`config.mk`:
```
export PLATFORM = sky130hd
export DESIGN_NAME = hfs_coef
export DESIGN_NICKNAME = d
export VERILOG_FILES = /design/src/hfs_pkg.sv /design/src/hfs_coef.sv
export SDC_FILE = /design/constraint.sdc
export NUM_CORES = 1
export LEC_CHECK = 0
export BUFFER_PORTS_ARGS = -buffer_cell sky130_fd_sc_hd__buf_4
export CAP_MARGIN = 20
export CORE_MARGIN = 2
export CORE_UTILIZATION = 57
export DETAILED_ROUTE_END_ITERATION = 12
export PLACE_DENSITY_LB_ADDON = 0.25
export SLEW_MARGIN = 20
export SYNTH_ARGS = -nofsm -noshare
export SYNTH_HDL_FRONTEND = slang
export SYNTH_SLANG_ARGS = --single-unit
```
`constraint.sdc`:
```
create_clock -name vclk -period 7.8
set_input_delay 1.56 -clock vclk [all_inputs]
set_output_delay 1.56 -clock vclk [all_outputs]
set_load 0.05 [all_outputs]
```
`src/hfs_pkg.sv`:
```
`default_nettype none

package hfs_pkg;

  typedef enum logic {
    REG_FRAME_WIDTH  = 1'b0,
    REG_FRAME_HEIGHT = 1'b1
  } reg_idx_e;

  localparam int unsigned CFG_W   = 12;
  localparam int unsigned SIZE_W  = 14;
  localparam int unsigned PIX_W   = 8;
  localparam int unsigned LL_W    = 11;
  localparam int unsigned DET_W   = 12;
  localparam int unsigned POS_W   = 10;
  localparam int unsigned ROW_W   = 11;
  localparam int unsigned PROD_W  = 17;

  localparam logic [CFG_W-1:0]  SIZE_RESET = 12'd2048;
  localparam logic [SIZE_W-1:0] MAX_HEIGHT = 14'd2048;
  localparam logic [SIZE_W-1:0] MIN_SIZE   = 14'd2;

  localparam logic signed [PROD_W-1:0] LL_MAX  = 17'sd1023;
  localparam logic signed [PROD_W-1:0] LL_MIN  = -17'sd1024;
  localparam logic signed [PROD_W-1:0] DET_MAX = 17'sd2047;
  localparam logic signed [PROD_W-1:0] DET_MIN = -17'sd2048;
  localparam logic signed [PROD_W-1:0] LL_BIAS = 17'sd512;

  typedef struct packed {
    logic             odd_col;
    logic             odd_row;
    logic [POS_W-1:0] block_x;
    logic [POS_W-1:0] block_y;
    logic             frame_end;
  } beat_ctl_t;

  // Halve, rounding half away from zero.
  function automatic logic signed [PROD_W-1:0] half_round(input logic signed [PROD_W-1:0] t);
    logic [PROD_W-1:0] mag;
    logic [PROD_W-1:0] h;
    mag = t[PROD_W-1] ? PROD_W'(-t) : PROD_W'(t);
    h   = (mag + PROD_W'(1)) >> 1;
    return t[PROD_W-1] ? -$signed(h) : $signed(h);
  endfunction

  // Clamp an even-masked size register to [2, lim].
  function automatic logic [SIZE_W-1:0] eff_size(input logic [CFG_W-1:0] r,
                                                  input logic [SIZE_W-1:0] lim);
    logic [SIZE_W-1:0] v;
    v = {{(SIZE_W-CFG_W){1'b0}}, r[CFG_W-1:1], 1'b0};
    if (v < MIN_SIZE) v = MIN_SIZE;
    if (v > lim) v = lim;
    return v;
  endfunction

endpackage

`default_nettype wire

```
`src/hfs_coef.sv`:
```
`default_nettype none

module hfs_coef #(
  parameter int unsigned LL_GAIN     = 4,
  parameter int unsigned DETAIL_GAIN = 8
) (
  input  wire logic        [hfs_pkg::PIX_W-1:0] a_i,
  input  wire logic        [hfs_pkg::PIX_W-1:0] b_i,
  input  wire logic        [hfs_pkg::PIX_W-1:0] c_i,
  input  wire logic        [hfs_pkg::PIX_W-1:0] d_i,
  output logic signed [hfs_pkg::LL_W-1:0]       ll_o,
  output logic signed [hfs_pkg::DET_W-1:0]      hl_o,
  output logic signed [hfs_pkg::DET_W-1:0]      lh_o,
  output logic signed [hfs_pkg::DET_W-1:0]      hh_o
);

  localparam int unsigned PW = hfs_pkg::PROD_W;
  localparam logic signed [PW-1:0] LLG = PW'(LL_GAIN);
  localparam logic signed [PW-1:0] DG  = PW'(DETAIL_GAIN);

  logic signed [PW-1:0] a, b, c, d;
  logic signed [PW-1:0] s_ll, s_hl, s_lh, s_hh;
  logic signed [PW-1:0] r_ll, r_hl, r_lh, r_hh;
  logic signed [PW-1:0] t_ll, t_hl, t_lh, t_hh;

  always_comb begin
    a = $signed({{(PW-hfs_pkg::PIX_W){1'b0}}, a_i});
    b = $signed({{(PW-hfs_pkg::PIX_W){1'b0}}, b_i});
    c = $signed({{(PW-hfs_pkg::PIX_W){1'b0}}, c_i});
    d = $signed({{(PW-hfs_pkg::PIX_W){1'b0}}, d_i});
    s_ll = a + b + c + d - hfs_pkg::LL_BIAS;
    s_hl = a - b + c - d;
    s_lh = a + b - c - d;
    s_hh = a - b - c + d;
    r_ll = hfs_pkg::half_round(PW'(s_ll * LLG));
    r_hl = hfs_pkg::half_round(PW'(s_hl * DG));
    r_lh = hfs_pkg::half_round(PW'(s_lh * DG));
    r_hh = hfs_pkg::half_round(PW'(s_hh * DG));
    // saturate to field range
    t_ll = (r_ll > hfs_pkg::LL_MAX) ? hfs_pkg::LL_MAX :
           (r_ll < hfs_pkg::LL_MIN) ? hfs_pkg::LL_MIN : r_ll;
    t_hl = (r_hl > hfs_pkg::DET_MAX) ? hfs_pkg::DET_MAX :
           (r_hl < hfs_pkg::DET_MIN) ? hfs_pkg::DET_MIN : r_hl;
    t_lh = (r_lh > hfs_pkg::DET_MAX) ? hfs_pkg::DET_MAX :
           (r_lh < hfs_pkg::DET_MIN) ? hfs_pkg::DET_MIN : r_lh;
    t_hh = (r_hh > hfs_pkg::DET_MAX) ? hfs_pkg::DET_MAX :
           (r_hh < hfs_pkg::DET_MIN) ? hfs_pkg::DET_MIN : r_hh;
    ll_o = t_ll[hfs_pkg::LL_W-1:0];
    hl_o = t_hl[hfs_pkg::DET_W-1:0];
    lh_o = t_lh[hfs_pkg::DET_W-1:0];
    hh_o = t_hh[hfs_pkg::DET_W-1:0];
  end

endmodule

`default_nettype wire

```
==> results of run 1 <==
[stage by stage]
step                      hold slack [ns]  utilization  setup WS [ns]
after floorplan                      3.55            -         -0.568
after global placement               3.85        0.832         -0.394
after detailed placement             3.86        0.832         -0.547
after CTS                            3.84        0.918         -0.282
[kinds of logic after synthesis]
logic type                 Yosys count  share of synthesized area
AOI/OAI and AO/OA                  278                      0.319
xor gates and xnor gates            94                      0.140
muxes                               13                     0.0215
buffers and inverters               98                     0.0644
and+or+nand+nor                    282                      0.240
adders and majority gates           97                      0.214
[Yosys cell counts, drive strengths merged, types with 5 or more instances]
master / count / area share
buf: 14 / 0.014
a211oi: 10 / 0.013
and2: 8 / 0.0080
a31oi: 17 / 0.019
xor2: 36 / 0.054
or3: 11 / 0.011
nor3: 31 / 0.030
o211ai: 13 / 0.017
mux2i: 10 / 0.016
clkbuf: 7 / 0.0042
o31ai: 6 / 0.0072
nor4: 12 / 0.014
a21o: 13 / 0.016
xnor2: 58 / 0.086
inv: 77 / 0.046
a21oi: 64 / 0.053
nand2b: 19 / 0.019
nor2: 90 / 0.055
and3: 5 / 0.0058
or2: 9 / 0.0091
o21a: 13 / 0.016
nand3: 22 / 0.019
o21ai: 65 / 0.053
nor2b: 11 / 0.012
a211o: 6 / 0.0084
o21bai: 11 / 0.015
o2111ai: 7 / 0.011
fa: 16 / 0.051
ha: 81 / 0.16
nand2: 42 / 0.026
[timing repair]
item,in CTS
cloned,1
buffers inserted,32
pin swaps,68
endpoints found under the setup margin,38
gates resized for setup,123
==> flow_metrics.tcl, run 1 <==
set metrics [dict create \
    status "did not finish" \
    placedCellCount 1270 \
    portBuffers 79 \
    ios 79 \
    grt_max_degree 14 \
    yosys.cell_types.count 94 \
    tool.error "[ERROR DPL-0038] Utilization greater than 100%, impossible to legalize" \
    postPlaceCellArea_um2 8940 \
    yosysWarnings 0 \
    num_rows 38 \
    synth.net_count 991 \
    worst_endpoint "lh_o[5]" \
    synthCells 862 \
    dieHeight_um 108 \
    die_w_um 108 \
    gp_congestion 0.952 \
    dp_hpwl_um 16600 \
    avgSynthCellArea_um2 7.22 \
    worst-ep-kind "output port" \
    initial_core_util 0.579 \
    seq_area_frac_synth 0 \
    ctsHoldBuffers 0 \
    haltStage "5_1_grt" \
    netlist_area_um2 6220 \
]
==> run 2, diff against run 1 <==
CORE_UTILIZATION = 40   (was 57)
PLACE_DENSITY_LB_ADDON = 0.15   (was 0.25)
clock period = 10.14 ns   (was 7.8 ns; I/O delays follow)
==> run 2 against run 1 <==
The flow now finishes without violations. Synthesized cell count did not move. Synthesized area did not move.
==> flow_metrics.tcl, run 2 <==
set metrics [dict create \
    vias 6348 \
    grt_max_degree 15 \
    status "complete, no violations" \
    cpPeakStageDelay_ns 0.43 \
    dp_hpwl_um 14100 \
    synthXorXnorAreaFrac 0.140 \
    setup_slack_ns 0.516 \
    antennaDiodeCount 0 \
    setup_viol_count_final 0 \
    worstMarginPinSlew_ns 0.956 \
    wl_per_cell_um 14.9 \
    seq_area_um2 0 \
    slew_headroom 0.360 \
    min_path_type "in -> out" \
    drc_errors 0 \
    grt_antenna_before_repair 0 \
    critPathMaxFanout 12 \
    die_w_um 129 \
    placedCellCount 1113 \
    ios 79 \
    drv_cap 0 \
    crit_type "in -> out" \
    synth.mux.area_fraction 0.0215 \
    firstDrtPassIters 7 \
    yosys-top-cells-area "ha_1 (16%), xnor2_1 (7.6%), nor2_1 (5.4%)" \
    yosysWarnings 0 \
    grt_pass1_wl_um 27000 \
    die_area_um2 16600 \
    num_rows 45 \
    yosys.cell_types.count 94 \
    rsz0062_at_grt "no" \
    num-nets-final 1060 \
    dieHeight_um 129 \
    whs_ns 4.80 \
    yosysTopAreaCell "ha_1" \
    drtAntennaViolNets 0 \
    fmax_ghz 0.104 \
    synth_fa_ha_area_frac 0.214 \
    grt_pass1_vias 5546 \
    min_from "d_i[0]" \
    gp_congestion 0.905 \
    fin_tns_setup_ns 0 \
    routed_wl_um 16600 \
    synthCells 862 \
    seq_cell_count 0 \
    slew_viol_final 0 \
    vias_per_cell 5.68 \
    fin_crit_sh 0.949 \
    synth.net_count 991 \
    final_cell_mix "nor2_1 (88), buf_4 (88), ha_1 (79)" \
    path_common_cell "nor2_1" \
    clkbuf_count 0 \
    yosysTopAreaCellShare 0.163 \
    seq_area_frac_synth 0 \
    netlist_area_um2 6220 \
    core_um2 15200 \
    ctsHoldBuffers 0 \
    yosysMostFrequentCell "nor2_1" \
    cp.required_ns 8.11 \
    layout-drive-gt1-share 0.154 \
    portBuffers 79 \
    synth_simple_gate_area_frac 0.240 \
    avgSynthCellArea_um2 7.22 \
    end_kind "primary output" \
    cpMaxStageDelayCell "ha_2" \
    whs_endpoint "ll_o[1]" \
    grt_use_total 0.191 \
    fin_crit_ns 9.62 \
    netlist_top_cells_count "nor2_1 (89), ha_1 (81), inv_1 (76)" \
    synth_compound_area_frac 0.319 \
    hold_violations 0 \
    synth_top_family_by_area "compound AO/OA/AOI/OAI gates" \
    final_cell_count_no_fill 1117 \
    arrival_ns 7.60 \
    first_iter_violations 312 \
    holdPathStages 5 \
    cp-start-kind "primary input" \
    syn_to_final_growth_pct 13.0 \
    pre_cts_slack_ns 0.353 \
    initial_core_util 0.409 \
    gr-total-overflow 0 \
]
run 2: cell counts after synthesis:
Identical to the previous run, type by type.
run 2: final cells by class:
cell class                      instances  area, µm²
Fill cell                            1602       8170
Multi-Input combinational cell        764       5840
Timing Repair Buffer                   88        661
Inverter                               77        289
Tap cell                              188        235
run 2: how the worst max path moves through the flow:
stage,depth (start not counted),start,to
final,28,a_i[0],lh_o[2]
after global routing,30,a_i[0],lh_o[6]
after CTS,28,a_i[0],lh_o[10]
after floorplan,27,a_i[0],hl_o[2]
after global placement,29,a_i[0],hl_o[2]
after detailed placement,28,a_i[0],lh_o[10]
run 2: layer usage:
metal / part of all wire / vias up / GRT usage
li1: - / 3298 / -
met1: 0.54 / 2946 / 0.301
met2: 0.44 / 102 / 0.307
met3: 0.023 / 2 / 0.00208
met4: 0.0024 / 0 / 0.00575
met5: 0 / - / 0
run 2: repair_timing:
item                       4_1_cts  5_1_grt
setup endpoints to repair        0       20
gates resized for setup          0        6
buffers inserted                 0        4
run 2: per-stage QoR:
step           cell area [µm²]   util
2_1_floorplan             6220      -
3_3_place_gp              6980  0.459
3_5_place_dp              6980  0.459
4_1_cts                   6980  0.459
5_1_grt                   7030  0.462
6_report                  7030  0.462
run 2: worst max-delay path, delay by kind of cell:
| kind | cells | cell delay [ns] |
|---|---|---|
| AND/OR/NAND/NOR | 9 | 1.57 |
| AO/OA/AOI/OAI | 9 | 1.80 |
| XOR/XNOR | 2 | 0.36 |
| adder cells (fa/ha/maj) | 5 | 1.44 |
| buffers and inverters | 3 | 0.38 |
run 2: logic make-up (layout without fill, tap and decap cells):
group,after synthesis,after routing
muxes,13,13
xor gates and xnor gates,94,94
and+or+nand+nor,282,282
buffers and inverters,98,165
AOI/OAI and AO/OA,278,278
adders and majority gates,97,97
Power of run 2 is not shown: default switching activity piles up to over one toggle a cycle in this logic, so the estimate is an artifact.
==> run 3, diff against run 2 <==
CELL_PAD_IN_SITES_DETAIL_PLACEMENT = 0   (was not set)
CELL_PAD_IN_SITES_GLOBAL_PLACEMENT = 2   (was not set)
CORE_UTILIZATION = 35   (was 40)
==> run 3 against run 2 <==
Via count rose by 1.0%. Non-clock buffer count did not move. Clock-buffer cell count did not move. Setup slack got worse by 0.094 ns. First-iteration DRC count rose by 30%. Highest routed layer unchanged.
==> flow_metrics.tcl, run 3 (synthesis gave the netlist of run 2 again) <==
set metrics [dict create \
    syn_to_final_growth_pct 14.5 \
    pre_cts_slack_ns 0.167 \
    slew_headroom 0.303 \
    end_kind "primary output" \
    fin_crit_sh 0.958 \
    routed_wl_um 18500 \
    ios 79 \
    portBuffers 79 \
    layout-drive-gt1-share 0.159 \
    min_path_type "in -> out" \
    antennaDiodeCount 0 \
    fin_area_um2 7130 \
    cpMaxStageDelayCell "or3_1" \
    holdPathStages 5 \
    seq_cell_count 0 \
    fin_crit_ns 9.72 \
    vias 6412 \
    gp_congestion 0.844 \
    crit_type "in -> out" \
    seq_area_um2 0 \
    clkbuf_count 0 \
    wl_per_cell_um 16.0 \
    grt_max_degree 15 \
    postPlaceCellArea_um2 7020 \
    dp_hpwl_um 15700 \
    initial_core_util 0.358 \
    drc_errors 0 \
    ctsHoldBuffers 0 \
    path_common_cell "nor2_1" \
    arrival_ns 7.69 \
    core_um2 17400 \
    gr-total-overflow 0 \
    setup_viol_count_final 0 \
    worstMarginPinSlew_ns 1.04 \
    grt_use_total 0.189 \
    first_iter_violations 406 \
    die_w_um 137 \
    vias_per_cell 5.56 \
    final_cell_mix "buf_4 (88), nor2_1 (87), ha_1 (79)" \
    cp.required_ns 8.11 \
    setup_slack_ns 0.421 \
    slew_viol_final 0 \
    num_rows 48 \
    drv_cap 0 \
    cpPeakStageDelay_ns 0.44 \
    grt_pass1_wl_um 29600 \
    die_area_um2 18900 \
    num-nets-final 1060 \
    grt_pass1_vias 5846 \
    mostFrequentLayoutCell "buf_4" \
    cp-start-kind "primary input" \
    hold_violations 0 \
    fmax_ghz 0.103 \
    grt_antenna_before_repair 0 \
    firstDrtPassIters 7 \
    status "complete, no violations" \
    drtAntennaViolNets 0 \
    critPathMaxFanout 12 \
    dieHeight_um 137 \
    fin_tns_setup_ns 0 \
]
==> run 3: layer usage <==
layer,wire (µm),vias to the layer above,part of all wire,global-route usage
li1,-,3293,-,-
met1,9560,2981,0.52,0.286
met2,8360,132,0.45,0.313
met3,479,6,0.026,0.00294
met4,70,0,0.0038,0.00745
met5,0,-,0,0
==> run 3: metrics by stage <==
step	hold WS [ns]	std cells	util
6_report	4.78	1154	0.411
5_1_grt	4.82	1154	0.411
4_1_cts	4.79	1150	0.405
3_5_place_dp	4.79	1150	0.405
3_3_place_gp	4.79	1150	0.405
2_1_floorplan	4.61	862	-
==> run 3: layout make-up <==
cell class         count  area (µm²)
fillers             1829       10200
inverters             77         289
multi-input cells    764        5890
well taps            225         282
repair buffers        88         661
==> run 3: path summary, 6_finish.rpt <==
kind    from      end  slack (ns)
min   d_i[0]  ll_o[1]        4.78
max   a_i[0]  lh_o[2]        0.42
==> run 3: worst max-delay path: cells and delay by family <==
family	cells	cell delay [ns]
AOI/OAI and AO/OA	8	1.52
and+or+nand+nor	12	1.98
adders and majority gates	5	1.40
buffers and inverters	3	0.36
xor gates and xnor gates	2	0.37
==> run 3: timing repair <==
action                                  CTS  global route
buffers inserted                          0             4
endpoints found under the setup margin    0            21
gates resized for setup                   0            14
hold endpoints to repair                  0             0
Power of run 3 is left out for the same reason.
